==> src/rtl/core/llma_pkg.sv <==
// ---------------------------------------------------------------------------
// llma_pkg
// Shared types, codes, constants and the control store of the light level
// moving average threshold unit.
// ---------------------------------------------------------------------------
package llma_pkg;

	localparam int STEP_W = 4;

	localparam logic [1:0] FUNC_LOAD   = 2'd0;
	localparam logic [1:0] FUNC_CAL    = 2'd1;
	localparam logic [1:0] FUNC_DETECT = 2'd2;
	localparam logic [1:0] FUNC_NOP    = 2'd3;

	localparam logic [1:0] REG_PERCENT  = 2'd0;
	localparam logic [1:0] REG_INTERVAL = 2'd1;
	localparam logic [1:0] REG_WINLEN   = 2'd2;

	localparam logic [6:0]  RST_PERCENT  = 7'd80;
	localparam logic [15:0] RST_INTERVAL = 16'd1000;
	localparam logic [4:0]  RST_WINLEN   = 5'd8;

	// floor(x / 100) as (x * 5243) >> 19, exact for x below 2^15
	localparam logic [12:0] RECIP_100   = 13'd5243;
	localparam int          RECIP_SHIFT = 19;

	localparam logic [9:0] ADC_FULL = 10'd1023;

	localparam logic [STEP_W-1:0] ST_IDLE     = 4'd0;
	localparam logic [STEP_W-1:0] ST_DISPATCH = 4'd1;
	localparam logic [STEP_W-1:0] ST_WRITE    = 4'd2;
	localparam logic [STEP_W-1:0] ST_SUM_CLR  = 4'd3;
	localparam logic [STEP_W-1:0] ST_SUM_ACC  = 4'd4;
	localparam logic [STEP_W-1:0] ST_DIV_INIT = 4'd5;
	localparam logic [STEP_W-1:0] ST_DIV_STEP = 4'd6;
	localparam logic [STEP_W-1:0] ST_MUL      = 4'd7;
	localparam logic [STEP_W-1:0] ST_THR      = 4'd8;
	localparam logic [STEP_W-1:0] ST_EMIT     = 4'd9;

	typedef enum logic [3:0] {
		OP_NONE,
		OP_WRITE,
		OP_SUM_CLR,
		OP_SUM_ACC,
		OP_DIV_INIT,
		OP_DIV_STEP,
		OP_MUL,
		OP_THR,
		OP_EMIT
	} op_t;

	typedef enum logic [2:0] {
		C_NEVER,
		C_IN_ACCEPT,
		C_NO_WRITE,
		C_SUM_MORE,
		C_DIV_MORE,
		C_OUT_FREE
	} cond_t;

	typedef struct packed {
		op_t               op;
		cond_t             cond;
		logic              stay;
		logic [STEP_W-1:0] target;
	} ctl_t;

	typedef struct packed {
		logic no_write;
		logic sum_last;
		logic div_last;
	} dp_status_t;

	typedef struct packed {
		logic in_accept;
		logic out_free;
		dp_status_t dp;
	} seq_cond_t;

	typedef struct packed {
		logic       window_updated;
		logic [7:0] average;
		logic [7:0] threshold;
		logic       dark;
	} result_t;

	function automatic ctl_t ctl_rom(input logic [STEP_W-1:0] step);
		ctl_t w;
		w = '{op: OP_NONE, cond: C_IN_ACCEPT, stay: 1'b1, target: ST_DISPATCH};
		unique case (step)
			ST_IDLE:     w = '{op: OP_NONE,     cond: C_IN_ACCEPT, stay: 1'b1, target: ST_DISPATCH};
			ST_DISPATCH: w = '{op: OP_NONE,     cond: C_NO_WRITE,  stay: 1'b0, target: ST_EMIT};
			ST_WRITE:    w = '{op: OP_WRITE,    cond: C_NEVER,     stay: 1'b0, target: ST_IDLE};
			ST_SUM_CLR:  w = '{op: OP_SUM_CLR,  cond: C_NEVER,     stay: 1'b0, target: ST_IDLE};
			ST_SUM_ACC:  w = '{op: OP_SUM_ACC,  cond: C_SUM_MORE,  stay: 1'b0, target: ST_SUM_ACC};
			ST_DIV_INIT: w = '{op: OP_DIV_INIT, cond: C_NEVER,     stay: 1'b0, target: ST_IDLE};
			ST_DIV_STEP: w = '{op: OP_DIV_STEP, cond: C_DIV_MORE,  stay: 1'b0, target: ST_DIV_STEP};
			ST_MUL:      w = '{op: OP_MUL,      cond: C_NEVER,     stay: 1'b0, target: ST_IDLE};
			ST_THR:      w = '{op: OP_THR,      cond: C_NEVER,     stay: 1'b0, target: ST_IDLE};
			ST_EMIT:     w = '{op: OP_EMIT,     cond: C_OUT_FREE,  stay: 1'b1, target: ST_IDLE};
			default:     w = '{op: OP_NONE,     cond: C_NEVER,     stay: 1'b0, target: ST_IDLE};
		endcase
		return w;
	endfunction

	// floor(x * 255 / 1023) with one correction step
	function automatic logic [7:0] scale_level(input logic [9:0] x);
		logic [17:0] y;
		logic [7:0]  q0;
		logic [10:0] r;
		y  = {x, 8'd0} - {8'd0, x};
		q0 = y[17:10];
		r  = {1'b0, y[9:0]} + {3'd0, q0};
		return (r >= {1'b0, ADC_FULL}) ? q0 + 8'd1 : q0;
	endfunction

endpackage

==> src/rtl/core/llma_ram.sv <==
// ---------------------------------------------------------------------------
// llma_ram
// Generic single write port, single read port RAM with registered read data.
// ---------------------------------------------------------------------------
module llma_ram #(
	parameter int WIDTH = 8,
	parameter int DEPTH = 16,
	localparam int AW = (DEPTH > 1) ? $clog2(DEPTH) : 1
) (
	input  logic             clk,
	input  logic             we,
	input  logic [AW-1:0]    waddr,
	input  logic [WIDTH-1:0] wdata,
	input  logic [AW-1:0]    raddr,
	output logic [WIDTH-1:0] rdata
);

	logic [WIDTH-1:0] mem [DEPTH];

	always_ff @(posedge clk) begin
		if (we) begin
			mem[waddr] <= wdata;
		end
		rdata <= mem[raddr];
	end

endmodule

==> src/rtl/core/llma_seq.sv <==
// ---------------------------------------------------------------------------
// llma_seq
// Step counter and control store: fetches one control word per step and
// resolves conditional jumps.
// ---------------------------------------------------------------------------
module llma_seq
	import llma_pkg::*;
(
	input  logic              clk,
	input  logic              arst_n,
	input  seq_cond_t         cond,
	output ctl_t              ctl,
	output logic [STEP_W-1:0] step
);

	logic [STEP_W-1:0] step_q;
	logic              take;

	assign ctl  = ctl_rom(step_q);
	assign step = step_q;

	always_comb begin
		unique case (ctl.cond)
			C_NEVER:     take = 1'b0;
			C_IN_ACCEPT: take = cond.in_accept;
			C_NO_WRITE:  take = cond.dp.no_write;
			C_SUM_MORE:  take = !cond.dp.sum_last;
			C_DIV_MORE:  take = !cond.dp.div_last;
			C_OUT_FREE:  take = cond.out_free;
			default:     take = 1'b0;
		endcase
	end

	always_ff @(posedge clk or negedge arst_n) begin
		if (!arst_n) begin
			step_q <= ST_IDLE;
		end else if (take) begin
			step_q <= ctl.target;
		end else if (!ctl.stay) begin
			step_q <= step_q + STEP_W'(1);
		end
	end

endmodule

==> src/rtl/core/llma_dp.sv <==
// ---------------------------------------------------------------------------
// llma_dp
// Datapath: sample window, summation, serial divider, percent scaling and
// dark comparison, driven by the control word.
// ---------------------------------------------------------------------------
module llma_dp
	import llma_pkg::*;
#(
	parameter int WINDOW_MAX = 16,
	localparam int AW    = (WINDOW_MAX > 1) ? $clog2(WINDOW_MAX) : 1,
	localparam int LEN_W = $clog2(WINDOW_MAX + 1),
	localparam int SUM_W = $clog2(WINDOW_MAX) + 8,
	localparam int DW    = $clog2(SUM_W)
) (
	input  logic             clk,
	input  logic             arst_n,
	input  ctl_t             ctl,
	input  logic             in_load,
	input  logic [1:0]       in_func,
	input  logic [9:0]       in_adc,
	input  logic [31:0]      in_time,
	input  logic [6:0]       percent,
	input  logic [15:0]      interval,
	input  logic [LEN_W-1:0] win_len,
	output dp_status_t       status,
	output result_t          result
);

	logic [1:0]       func_q;
	logic [7:0]       level_q;
	logic [31:0]      time_q;
	logic [31:0]      last_ms_q;
	logic [AW-1:0]    slot_q;
	logic [WINDOW_MAX-1:0] valid_q;
	logic             upd_q;
	logic [AW-1:0]    sidx_q;
	logic [SUM_W-1:0] acc_q;
	logic [LEN_W-1:0] rem_q;
	logic [SUM_W-1:0] quo_q;
	logic [DW-1:0]    dcnt_q;
	logic [14:0]      prod_q;
	logic [7:0]       mean_q;
	logic [7:0]       thr_q;
	logic             rvalid_s1;

	logic [AW-1:0]    slot_sel;
	logic [LEN_W-1:0] slot_inc;
	logic [AW-1:0]    slot_next;
	logic [AW-1:0]    raddr;
	logic [7:0]       rdata;
	logic             we;
	logic [31:0]      elapsed;
	logic [LEN_W:0]   trial;
	logic [LEN_W:0]   trial_sub;
	logic             trial_ge;
	logic [27:0]      recip;
	logic [8:0]       thr_raw;

	assign slot_sel  = (LEN_W'(slot_q) < win_len) ? slot_q : '0;
	assign slot_inc  = LEN_W'(slot_sel) + LEN_W'(1);
	assign slot_next = (slot_inc >= win_len) ? '0 : AW'(slot_inc);
	assign we        = (ctl.op == OP_WRITE);
	assign raddr     = (ctl.op == OP_SUM_ACC) ? sidx_q + AW'(1) : '0;
	assign elapsed   = time_q - last_ms_q;

	assign trial     = {rem_q, quo_q[SUM_W-1]};
	assign trial_ge  = (trial >= {1'b0, win_len});
	assign trial_sub = trial - {1'b0, win_len};

	assign recip   = 28'(prod_q) * 28'(RECIP_100);
	assign thr_raw = recip[RECIP_SHIFT +: 9];

	assign status.no_write = (func_q == FUNC_DETECT) || (func_q == FUNC_NOP)
		|| ((func_q == FUNC_CAL) && !(elapsed > 32'(interval)));
	assign status.sum_last = (LEN_W'(sidx_q) == win_len - LEN_W'(1));
	assign status.div_last = (dcnt_q == DW'(SUM_W - 1));

	assign result.dark           = (func_q == FUNC_DETECT) && (level_q < thr_q);
	assign result.threshold      = thr_q;
	assign result.average        = mean_q;
	assign result.window_updated = upd_q;

	llma_ram #(
		.WIDTH(8),
		.DEPTH(WINDOW_MAX)
	) u_window (
		.clk   (clk),
		.we    (we),
		.waddr (slot_sel),
		.wdata (level_q),
		.raddr (raddr),
		.rdata (rdata)
	);

	always_ff @(posedge clk or negedge arst_n) begin
		if (!arst_n) begin
			last_ms_q <= '0;
			slot_q    <= '0;
			valid_q   <= '0;
			mean_q    <= '0;
			thr_q     <= '0;
			upd_q     <= 1'b0;
			func_q    <= FUNC_NOP;
		end else begin
			if (in_load) begin
				func_q <= in_func;
				upd_q  <= 1'b0;
			end
			unique case (ctl.op)
				OP_WRITE: begin
					valid_q[slot_sel] <= 1'b1;
					slot_q            <= slot_next;
					upd_q             <= 1'b1;
					if (func_q == FUNC_CAL) begin
						last_ms_q <= time_q;
					end
				end
				OP_MUL:  mean_q <= quo_q[7:0];
				OP_THR:  thr_q  <= (thr_raw > 9'd255) ? 8'd255 : thr_raw[7:0];
				default: ;
			endcase
		end
	end

	always_ff @(posedge clk) begin
		rvalid_s1 <= valid_q[raddr];
		if (in_load) begin
			level_q <= scale_level(in_adc);
			time_q  <= in_time;
		end
		unique case (ctl.op)
			OP_SUM_CLR: begin
				sidx_q <= '0;
				acc_q  <= '0;
			end
			OP_SUM_ACC: begin
				sidx_q <= sidx_q + AW'(1);
				acc_q  <= acc_q + (rvalid_s1 ? SUM_W'(rdata) : '0);
			end
			OP_DIV_INIT: begin
				quo_q  <= acc_q;
				rem_q  <= '0;
				dcnt_q <= '0;
			end
			OP_DIV_STEP: begin
				dcnt_q <= dcnt_q + DW'(1);
				quo_q  <= {quo_q[SUM_W-2:0], trial_ge};
				rem_q  <= trial_ge ? trial_sub[LEN_W-1:0] : trial[LEN_W-1:0];
			end
			OP_MUL:  prod_q <= 15'(quo_q[7:0]) * 15'(percent);
			default: ;
		endcase
	end

endmodule

==> src/rtl/core/light_level_moving_average_threshold_unit.sv <==
// ---------------------------------------------------------------------------
// light_level_moving_average_threshold_unit
// Moving average of scaled light samples with a percent threshold for dark
// detection, run by a small microcoded sequencer.
// ---------------------------------------------------------------------------
// One item is worked at a time and gives one result. A detect item, a no-op
// item or a calibrate item that falls inside the update interval goes from
// dispatch straight to the result step. An item that writes the window also
// sums it and divides the sum, where SUM_W = clog2(WINDOW_MAX) + 8: the sum
// walks the window RAM through its single read port, one entry a cycle, and
// the average comes from a restoring divider giving one quotient bit a cycle.
// A finished result sits in the output register while the next item is taken
// in.
// ---------------------------------------------------------------------------
module light_level_moving_average_threshold_unit
	import llma_pkg::*;
#(
	parameter int WINDOW_MAX = 16
) (
	input  logic        clk,
	input  logic        arst_n,
	input  logic        psel,
	input  logic        penable,
	input  logic        pwrite,
	input  logic [3:0]  paddr,
	input  logic [31:0] pwdata,
	output logic [31:0] prdata,
	output logic        pready,
	input  logic        s_tvalid,
	output logic        s_tready,
	input  logic [47:0] s_tdata,   // adc_sample, time_ms, zero fill
	input  logic [1:0]  s_tuser,   // func
	output logic        m_tvalid,
	input  logic        m_tready,
	output logic [23:0] m_tdata    // dark, threshold, average, window_updated, zero fill
);

	localparam int LEN_W = $clog2(WINDOW_MAX + 1);

	logic [6:0]  percent_q;
	logic [15:0] interval_q;
	logic [4:0]  winlen_q;
	logic        m_tvalid_q;
	result_t     result_q;

	logic              cfg_wr;
	logic [LEN_W-1:0]  win_len;
	logic              in_accept;
	logic              out_free;
	ctl_t              ctl;
	logic [STEP_W-1:0] step;
	seq_cond_t         cond;
	dp_status_t        status;
	result_t           result;

	assign pready    = 1'b1;
	assign cfg_wr    = psel && penable && pwrite && pready;
	assign s_tready  = (step == ST_IDLE);
	assign in_accept = s_tvalid && s_tready;
	assign out_free  = !m_tvalid_q;
	assign m_tvalid  = m_tvalid_q;
	assign m_tdata   = {6'd0, result_q};

	always_comb begin
		if (winlen_q == 5'd0) begin
			win_len = LEN_W'(1);
		end else if (32'(winlen_q) > 32'(WINDOW_MAX)) begin
			win_len = LEN_W'(WINDOW_MAX);
		end else begin
			win_len = LEN_W'(winlen_q);
		end
	end

	always_comb begin
		unique case (paddr[3:2])
			REG_PERCENT:  prdata = {25'd0, percent_q};
			REG_INTERVAL: prdata = {16'd0, interval_q};
			REG_WINLEN:   prdata = {27'd0, winlen_q};
			default:      prdata = '0;
		endcase
	end

	assign cond = '{in_accept: in_accept, out_free: out_free, dp: status};

	llma_seq u_seq (
		.clk    (clk),
		.arst_n (arst_n),
		.cond   (cond),
		.ctl    (ctl),
		.step   (step)
	);

	llma_dp #(
		.WINDOW_MAX(WINDOW_MAX)
	) u_dp (
		.clk      (clk),
		.arst_n   (arst_n),
		.ctl      (ctl),
		.in_load  (in_accept),
		.in_func  (s_tuser),
		.in_adc   (s_tdata[9:0]),
		.in_time  (s_tdata[41:10]),
		.percent  (percent_q),
		.interval (interval_q),
		.win_len  (win_len),
		.status   (status),
		.result   (result)
	);

	always_ff @(posedge clk or negedge arst_n) begin
		if (!arst_n) begin
			percent_q  <= RST_PERCENT;
			interval_q <= RST_INTERVAL;
			winlen_q   <= RST_WINLEN;
			m_tvalid_q <= 1'b0;
		end else begin
			if (cfg_wr) begin
				unique case (paddr[3:2])
					REG_PERCENT:  percent_q  <= pwdata[6:0];
					REG_INTERVAL: interval_q <= pwdata[15:0];
					REG_WINLEN:   winlen_q   <= pwdata[4:0];
					default:      ;
				endcase
			end
			if ((ctl.op == OP_EMIT) && out_free) begin
				m_tvalid_q <= 1'b1;
			end else if (m_tready) begin
				m_tvalid_q <= 1'b0;
			end
		end
	end

	always_ff @(posedge clk) begin
		if ((ctl.op == OP_EMIT) && out_free) begin
			result_q <= result;
		end
	end

endmodule

==> config.mk <==
export PLATFORM = sky130hd
export DESIGN_NAME = light_level_moving_average_threshold_unit
export DESIGN_NICKNAME = d
export VERILOG_FILES = /design/src/rtl/core/llma_pkg.sv /design/src/rtl/core/llma_ram.sv /design/src/rtl/core/llma_seq.sv /design/src/rtl/core/llma_dp.sv /design/src/rtl/core/light_level_moving_average_threshold_unit.sv
export SDC_FILE = /design/constraint.sdc
export NUM_CORES = 1
export LEC_CHECK = 0
export BUFFER_PORTS_ARGS = -buffer_cell sky130_fd_sc_hd__buf_4
export CELL_PAD_IN_SITES_DETAIL_PLACEMENT = 2
export CELL_PAD_IN_SITES_GLOBAL_PLACEMENT = 2
export CORE_AREA = 3 3 210 253
export CTS_BUF_LIST = sky130_fd_sc_hd__clkbuf_16
export DETAILED_ROUTE_END_ITERATION = 10
export DIE_AREA = 0 0 213 256
export PLACE_DENSITY_LB_ADDON = 0.1
export SYNTH_ARGS = -nofsm -noshare
export SYNTH_HDL_FRONTEND = slang
export SYNTH_HIERARCHICAL = 1
export SYNTH_SLANG_ARGS = --single-unit
==> constraint.sdc <==
create_clock -name clk -period 15.3 [get_ports clk]
set_clock_uncertainty 0.2 [all_clocks]
set_input_delay 1.53 -clock clk [delete_from_list [all_inputs] [get_ports clk]]
set_output_delay 1.53 -clock clk [all_outputs]
set_load 0.1 [all_outputs]
# [Word level (Yosys, flattened, before mapping)]
# Memories as Yosys holds them, arrays and structs flattened. A register that Yosys moved wholly into a read port is not among the register bits.
# Cells that the tools add are included.
[totals] ff_bits=215 ramBits=128 rom_bits=192 inputBits=93 output_inout_bits=59 wordCells=125 n_memories=2
[classes] add_sub_neg=11 multipliers=2 n_lt_le_gt_ge=11 eq_ne=21 muxes=28 bitwise=1 reduce_logical=24
[mem_list] name="(no name shown)" depth=16 word_bits=12 read_ports=1 rd_clocked_by_memory_dff=0 write_ports=0 line="llma_pkg.sv:90" rtl="unique case (step)"
[mem_list] name="u_dp.u_window.mem" depth=16 word_bits=8 read_ports=1 rd_clocked_by_memory_dff=1 write_ports=1 line="llma_ram.sv:18" rtl="logic [WIDTH-1:0] mem [DEPTH];"
[ops] cell="$pmux 12 s2" count=2
[ops] cell="$pmux 16 s3" count=1
[ops] cell="$gt 32x16->1" count=1
[ops] cell="$sub 32x32->32" count=1
[ops] cell="$mul 15x13->28 const B" count=1
[ops] cell="$mux 8" count=3
[ops] cell="$mux 4" count=5
[ops] cell="$sub 18x10->18" count=1
[ops] cell="$eq 4x3->1 const B" count=4
[ops] cell="$or 16x16->16" count=1
[ops] cell="$pmux 4 s2" count=2
[ops] cell="$mul 8x7->15" count=1
[ops] cell="$mux 5" count=3
[ops] cell="$add 12x12->12" count=1
[ops] cell="$add 4x1->4 const B" count=3
[ops] cell="$add 10x8->11" count=1
[ops] cell="$ge 11x10->1 const B" count=1
[ops] cell="$lt 4x5->1 const B" count=2
[ops] cell="$pmux 5 s2" count=1
[ops] cell="$gt 9x8->1 const B" count=1
[ops] cell="$add 8x1->8 const B" count=1
[ops] cell="$eq 4x2->1 const B" count=2
[ops] cell="$eq 4x4->1 const B" count=2
[ops] cell="$lt 8x8->1" count=1
[ops] cell="28 further kinds" count=56

# [Longest topological paths before layout]
# Gate-level depths: netlist of the first run.
[logic_depth] ltp_word=10 mapped_depth=26 depth_no_buf=26

# [By module]
# The synthesis of the first run kept the hierarchy.
[modules_own_cells] mod="llma_dp" instances=1 cells_each=1550 area_per_inst_um2=15498.6 seq_area_each_um2=4561.9
[modules_own_cells] mod="llma_ram" instances=1 cells_each=229 area_per_inst_um2=5147.4 seq_area_each_um2=4003.8
[modules_own_cells] mod="light_level_moving_average_threshold_unit" instances=1 cells_each=151 area_per_inst_um2=2139.6 seq_area_each_um2=1277.5
[modules_own_cells] mod="llma_seq" instances=1 cells_each=54 area_per_inst_um2=494.2 seq_area_each_um2=100.1

# [Worst setup path before layout of the first run]
# Ideal clock, no wire load.
[synth_path] path_type="reg2reg" startpoint="register u_seq.step_q[0], in the netlist u_seq/step[0]" endpoint="register u_seq.step_q[0], in the netlist u_seq/step[0]" setup_ps=125 arrival_time_ps=5662 required_ps=14975 setup_slack_ps=9314 path_stages_with_launch=7 n_path_buf=0 period_less_slack_ps=5986 path_cell_list="dfrtp_1 nor4_1 and2_1 and4b_1 nor3_2 o21ai_2 mux2_2"
[synth_between] elab_chain_len=4 word_cells_on_any_way=13 classes_between="add/sub: 1; eq/ne: 6; mux: 3; reduce/logical: 2; memory: 1"
[synth_lines] item="from (decl)" line="llma_seq.sv:16" rtl="logic [STEP_W-1:0] step_q;"
[synth_lines] item="from (signal assigned)" line="llma_seq.sv:38" rtl="step_q <= ctl.target;"
[synth_lines] item="from (signal assigned)" line="llma_seq.sv:40" rtl="step_q <= step_q + STEP_W'(1);"
[synth_lines] item="$logic_not 4->1 (*)" line="light_level_moving_average_threshold_unit.sv:58" rtl="assign s_tready = (step == ST_IDLE);"
[synth_lines] item="via s_tready" line="light_level_moving_average_threshold_unit.sv:30" rtl="output logic s_tready,"
[synth_lines] item="$logic_and 1x1->1 (*)" line="light_level_moving_average_threshold_unit.sv:59" rtl="assign in_accept = s_tvalid && s_tready;"
[synth_lines] item="via in_accept" line="light_level_moving_average_threshold_unit.sv:48" rtl="logic in_accept;"
[synth_lines] item="$pmux 1 s5 (*)" line="llma_seq.sv:23" rtl="unique case (ctl.cond)"
[synth_lines] item="$ne 2x1->1 (no source line) / $mux 4 (equally long branches)"
# Mark *: on every way through the listed nets, which the timed path passes. The rest lies on a longest branch. The select of a mux whose other input is x is not followed.
# A chain may end at the register's enable or synchronous reset.

==> results of run 1 <==
## layout by cell type (no fill, tap or decap), types with 29 or more instances in the layout
master / instances
inv_1: 262
edfxtp_1: 238
ha_1: 232
nand2_1: 132
buf_4: 117
fa_1: 102
nor2_1: 96
dfrtp_1: 93
mux2_2: 80
a21oi_1: 76
xnor2_1: 56
and2_1: 46
o21ai_0: 42
clkbuf_16: 41
xor2_1: 30
nand3_1: 29
## area by class of cell
type / count / area share
clock buffer: 41 / 0.03965
clock inverter: 35 / 0.01006
inverter: 253 / 0.03670
multi-input combinational: 1322 / 0.4639
sequential: 351 / 0.3843
tap: 651 / 0.03148
timing repair buffer: 117 / 0.03394
## critical path, cell delays in order (launching register included)
cell and delay (ns):
edfxtp_1 0.36, inv_1 0.14, ha_1 0.19, inv_1 0.06, fa_1 0.42, a211oi_1 0.27
nor2_1 0.13, o21a_1 0.18, nor2_1 0.14, o21ai_0 0.16, a21o_1 0.23, a21oi_1 0.17
xnor2_1 0.12, ha_1 0.33, nand4_1 0.12, or4_1 0.52, o41ai_1 0.80, nand4_1 0.18
nor4_1 0.27, o2111a_1 0.26, a41o_1 0.20, nor4b_1 0.33, nor3_2 0.09, o21ai_2 0.22
mux2_2 0.37
## sequential cells by signal, indices dropped and copies added (netlist names), 5 cells and up
register and count:
u_dp/mean_q 8, u_dp/valid_q 16, u_dp/time_q 32, u_dp/quo_q 12, u_dp/u_window/mem 128, u_dp/acc_q 12, u_dp/rem_q 5, u_dp/last_ms_q 32
winlen_q 5, u_dp/level_q 8, interval_q 16, u_dp/prod_q 15, m_tdata 18, u_dp/u_window/rdata 8, percent_q 7, u_dp/thr_q 8
## final timing paths
check | start | end | slack (ns) | cells after the start
min | u_dp/mean_q[2] | m_tdata[11] | 0.25 | 0
min reg2reg | u_dp/mean_q[2] | m_tdata[11] | 0.25 | 0
max reg2reg | u_dp/time_q[0] | u_seq/step[2] | 8.72 | 24
max | u_dp/time_q[0] | u_seq/step[2] | 8.72 | 24
max in group asynchronous | arst_n | u_dp/last_ms_q[20] | 12.76 | 2
min in group asynchronous | arst_n | u_dp/thr_q[0] | 0.79 | 1
## per-layer routing
| layer | vias up | wire length, um | GRT usage | part of all wire |
|---|---|---|---|---|
| li1 | 7175 | - | - | - |
| met1 | 8098 | 26070 | 0.2919 | 0.41 |
| met2 | 222 | 33790 | 0.4363 | 0.54 |
| met3 | 75 | 1576 | 0.02673 | 0.025 |
| met4 | 0 | 1456 | 0.05787 | 0.023 |
| met5 | - | 0 | 0 | 0 |
## metrics by stage
step                area, um2  worst slack, ns  cells
finish                  25880            8.723   2770
global route            25880            8.179   2770
CTS                     25880            8.727   2770
detailed placement      24590            8.792   2694
global placement        24590            8.887   2694
floorplan               23350            9.314   2003
==> out/results.txt, run 1 <==
Post-CTS Setup Bufs: 0
Critical Path RT: 15.56 ns
placer congestion estimate: 0.8350
Antenna Cells: 0
Die Area: 0.05453 mm2
largest net degree at the start of global routing: 60
fill count: 5072
Fin. Hold Viols: 0
Core Region: 0.05112 mm2
area of the multi-input gates: 0.01200 mm2
Port Buf Inserts: 104
fin crit period: 6.577 ns
TritonRoute pass-1 iters: 4
final setup vio count: 0
worst slew pin tran: 1.266 ns
post-cts resize count: 0
cts-stage hold buffer count: 0
initial core utilization: 0.4552
WL per Instance: 22.70 um
status: finished, final reports clean
CTS Buffer Depth: 3
setup TNS: 0 ns
Ports: 152
number of global-route vias before repair: 17960
share of layout cells above drive strength 1: 0.1520
Worst Path Max Fanout: 3
synthesized area per cell: 11.74 um2
chip height: 256 um
number of max-cap violations: 0
Crit. End Element: flop
CTS Sinks: 351
number of CTS-inserted buffers: 41
Root Buffer: clkbuf_16
nets: 2513
Total Wirelength: 62890 um
Layout area overhead: 11.19%
kind of critical path: flop to flop
Final Hold Slack: 0.2456 ns
DR vias/cell: 5.621
fin crit share: 0.4299
CTS tree: built
max-slew violation count: 0
via count: 15570
Register Area: 0.009943 mm2
initial antenna violation count: 1
fin util: 0.5062
grt ovf: 0
Post-Syn Area: 0.02327 mm2
yosys warns: 6
post-route ant nets: 0
Die W: 213 um
unrepaired setup endpoints after global routing: no
DRC Markers: 0
Hold Crit Class: flop to flop
Worst Setup Start Kind: flop
H-Tree Depth: 2
Max Freq: 152.0 MHz
worst skew pair latency: 0.57 ns
Rel. slew slack: 0.1557
GRT Util Overall: 0.2361
clock-pin slew on the worst setup and hold paths: 0.06 ns
first-pass GRT wire length: 101100 um
HPWL after detailed placement: 47310 um
cells after synthesis: 1982
# rows: 91
Data arrival, critical path: 6.84 ns
DR iter-0 viols: 669
Power of run 1 is not shown: default switching activity piles up to over one toggle a cycle in this logic, so the estimate is an artifact.
==> run 2: changes to the inputs <==
- CORE_AREA: 3 3 210 253 -> 3 3 219 264
- DIE_AREA: 0 0 213 256 -> 0 0 222 267
- clock period: 15.3 -> 6.1 ns (I/O delays scaled with it)
==> run 2 against run 1 <==
- cell area increased by 2.8%
- critical path type unchanged
- largest cell class unchanged
- register-to-register slack worse by 8.5 ns
- count of clock-buffer cells in the layout up 1
- via count grew 0.39%
- fmax is 12% higher
- worst hold slack got worse by 0.20 ns
- global-route usage fell by 2.4 points
- wire length grew 0.36%
- cell count rose by 4.8%
- flip-flop and latch count unchanged
==> out/results.txt, run 2 (synthesized netlist as in run 1, its figures left out) <==
first-pass GRT wire length: 99970 um
Layout area overhead: 14.25%
share of layout cells above drive strength 1: 0.1746
kind of critical path: flop to flop
clock-pin slew on the worst setup and hold paths: 0.06 ns
Core Region: 0.05575 mm2
Data arrival, critical path: 6.10 ns
DR iter-0 viols: 674
Port Buf Inserts: 104
placer congestion estimate: 0.8067
Die W: 222 um
DRC Markers: 0
met1 GRT Util: 0.2579
most common cell after layout, fill and taps aside: inv_1
Antenna Cells: 0
Most Crowded Layer GR: met2
initial core utilization: 0.4175
fin crit share: 0.9612
max FFs per register: 128
largest net degree at the start of global routing: 66
Fin. Hold Viols: 0
WL per Instance: 21.73 um
# rows: 95
critical hold path startpoint: m_tready
Root Buffer: clkbuf_16
largest registers: u_dp/u_window/mem (128), u_dp/last_ms_q (32), u_dp/time_q (32)
grt ovf: 0
H-Tree Depth: 2
via count: 15630
Ports: 152
status: finished, final reports clean
Worst Path Max Fanout: 3
Crit. End Element: flop
worst skew pair latency: 0.56 ns
final instance area: 0.02659 mm2
met2 GRT Util: 0.4029
most frequent cells in the layout: inv_1 (254), edfxtp_1 (238), ha_1 (231)
Worst Setup Start Kind: flop
worst r2r dst: u_seq/step[3]
post-route ant nets: 0
CTS tree: built
number of max-cap violations: 0
Final Hold Slack: 0.04126 ns
Hold Crit Class: primary input to flop
final setup vio count: 0
worst reg2reg path depth: 27
HPWL after detailed placement: 47560 um
max-slew violation count: 0
nets: 2575
number of global-route vias before repair: 17830
DR vias/cell: 5.383
number of CTS-inserted buffers: 40
GRT Util Overall: 0.2121
Top reg by flops: u_dp/u_window/mem
placed cell areas: 0.02481 mm2
initial antenna violation count: 0
CTS Buffer Depth: 3
fin util: 0.4770
chip height: 267 um
GR Util met3: 0.02552
Hold Path Stages: 2
Max Freq: 170.5 MHz
Die Area: 0.05927 mm2
CTS Sinks: 351
Critical Path RT: 6.34 ns
fin crit period: 5.863 ns
reg2reg start: u_dp/time_q[0]
Total Wirelength: 63120 um
Rel. slew slack: 0.2675
worst slew pin tran: 1.095 ns
TritonRoute pass-1 iters: 5
Hold EP: m_tvalid
reg-to-reg setup timing slack: 0.24 ns
[run 2: stage by stage]
step | setup TNS, ns | setup WS (ns) | cells
CTS | 0 | 0.04872 | 2882
detailed placement | 0 | 0.04100 | 2784
floorplan | 0 | 0.1135 | 2003
finish | 0 | 0.2365 | 2904
global route | -0.1381 | -0.05704 | 2904
global placement | 0 | 0.2688 | 2784
[run 2: worst max-delay path: stages, from the launching register on]
cell,delay (ns)
edfxtp_1,0.38
inv_2,0.07
ha_2,0.17
inv_1,0.06
fa_2,0.39
a211oi_2,0.24
nor2_2,0.10
o21a_1,0.20
nor2_2,0.16
o21ai_2,0.09
a21o_1,0.19
a21oi_2,0.17
xnor2_2,0.09
ha_1,0.32
nand4_1,0.14
or4_4,0.16
a21oi_1,0.04
or4_4,0.54
o41ai_4,0.07
buf_4,0.19
nand4_1,0.10
nor4_2,0.31
o2111a_1,0.24
a41o_1,0.22
nor4b_4,0.23
nor3_2,0.08
o21ai_2,0.22
mux2_2,0.37
[run 2: per-layer routing]
metal,share of wire,vias up
met3,0.024,57
met5,0,-
met2,0.54,183
li1,-,7304
met4,0.017,0
met1,0.42,8087
[run 2: final cells by class]
class,instances,area (um2)
Sequential cell,351,9943
Tap cell,727,909.6
Clock buffer,42,1051
Clock inverter,29,206.4
Timing Repair Buffer,180,1431
Multi-Input combinational cell,1322,12100
Inverter,253,949.7
Fill cell,5598,29160
[run 2: how the worst max path moves through the flow]
stage | start | end | slack [ns] | cells after the start
after floorplan | u_seq/step[0] | u_seq/step[0] | 0.11 | 6
after global placement | u_dp/time_q[0] | u_seq/step[0] | 0.27 | 25
after detailed placement | u_dp/time_q[0] | u_seq/step[3] | 0.04 | 25
after CTS | u_dp/time_q[0] | u_seq/step[3] | 0.05 | 27
after global routing | u_dp/time_q[0] | u_seq/step[3] | -0.06 | 27
final | u_dp/time_q[0] | u_seq/step[3] | 0.24 | 27
[run 2: repair_timing]
| action | CTS | global route |
|---|---|---|
| setup buffers | 0 | 22 |
| gates resized for setup | 2 | 18 |
| pin swaps | 0 | 12 |
| setup endpoints to repair | 3 | 12 |
| hold endpoints to repair | 64 | 0 |
| hold buffers | 27 | 0 |
Power of run 2 is left out for the same reason.
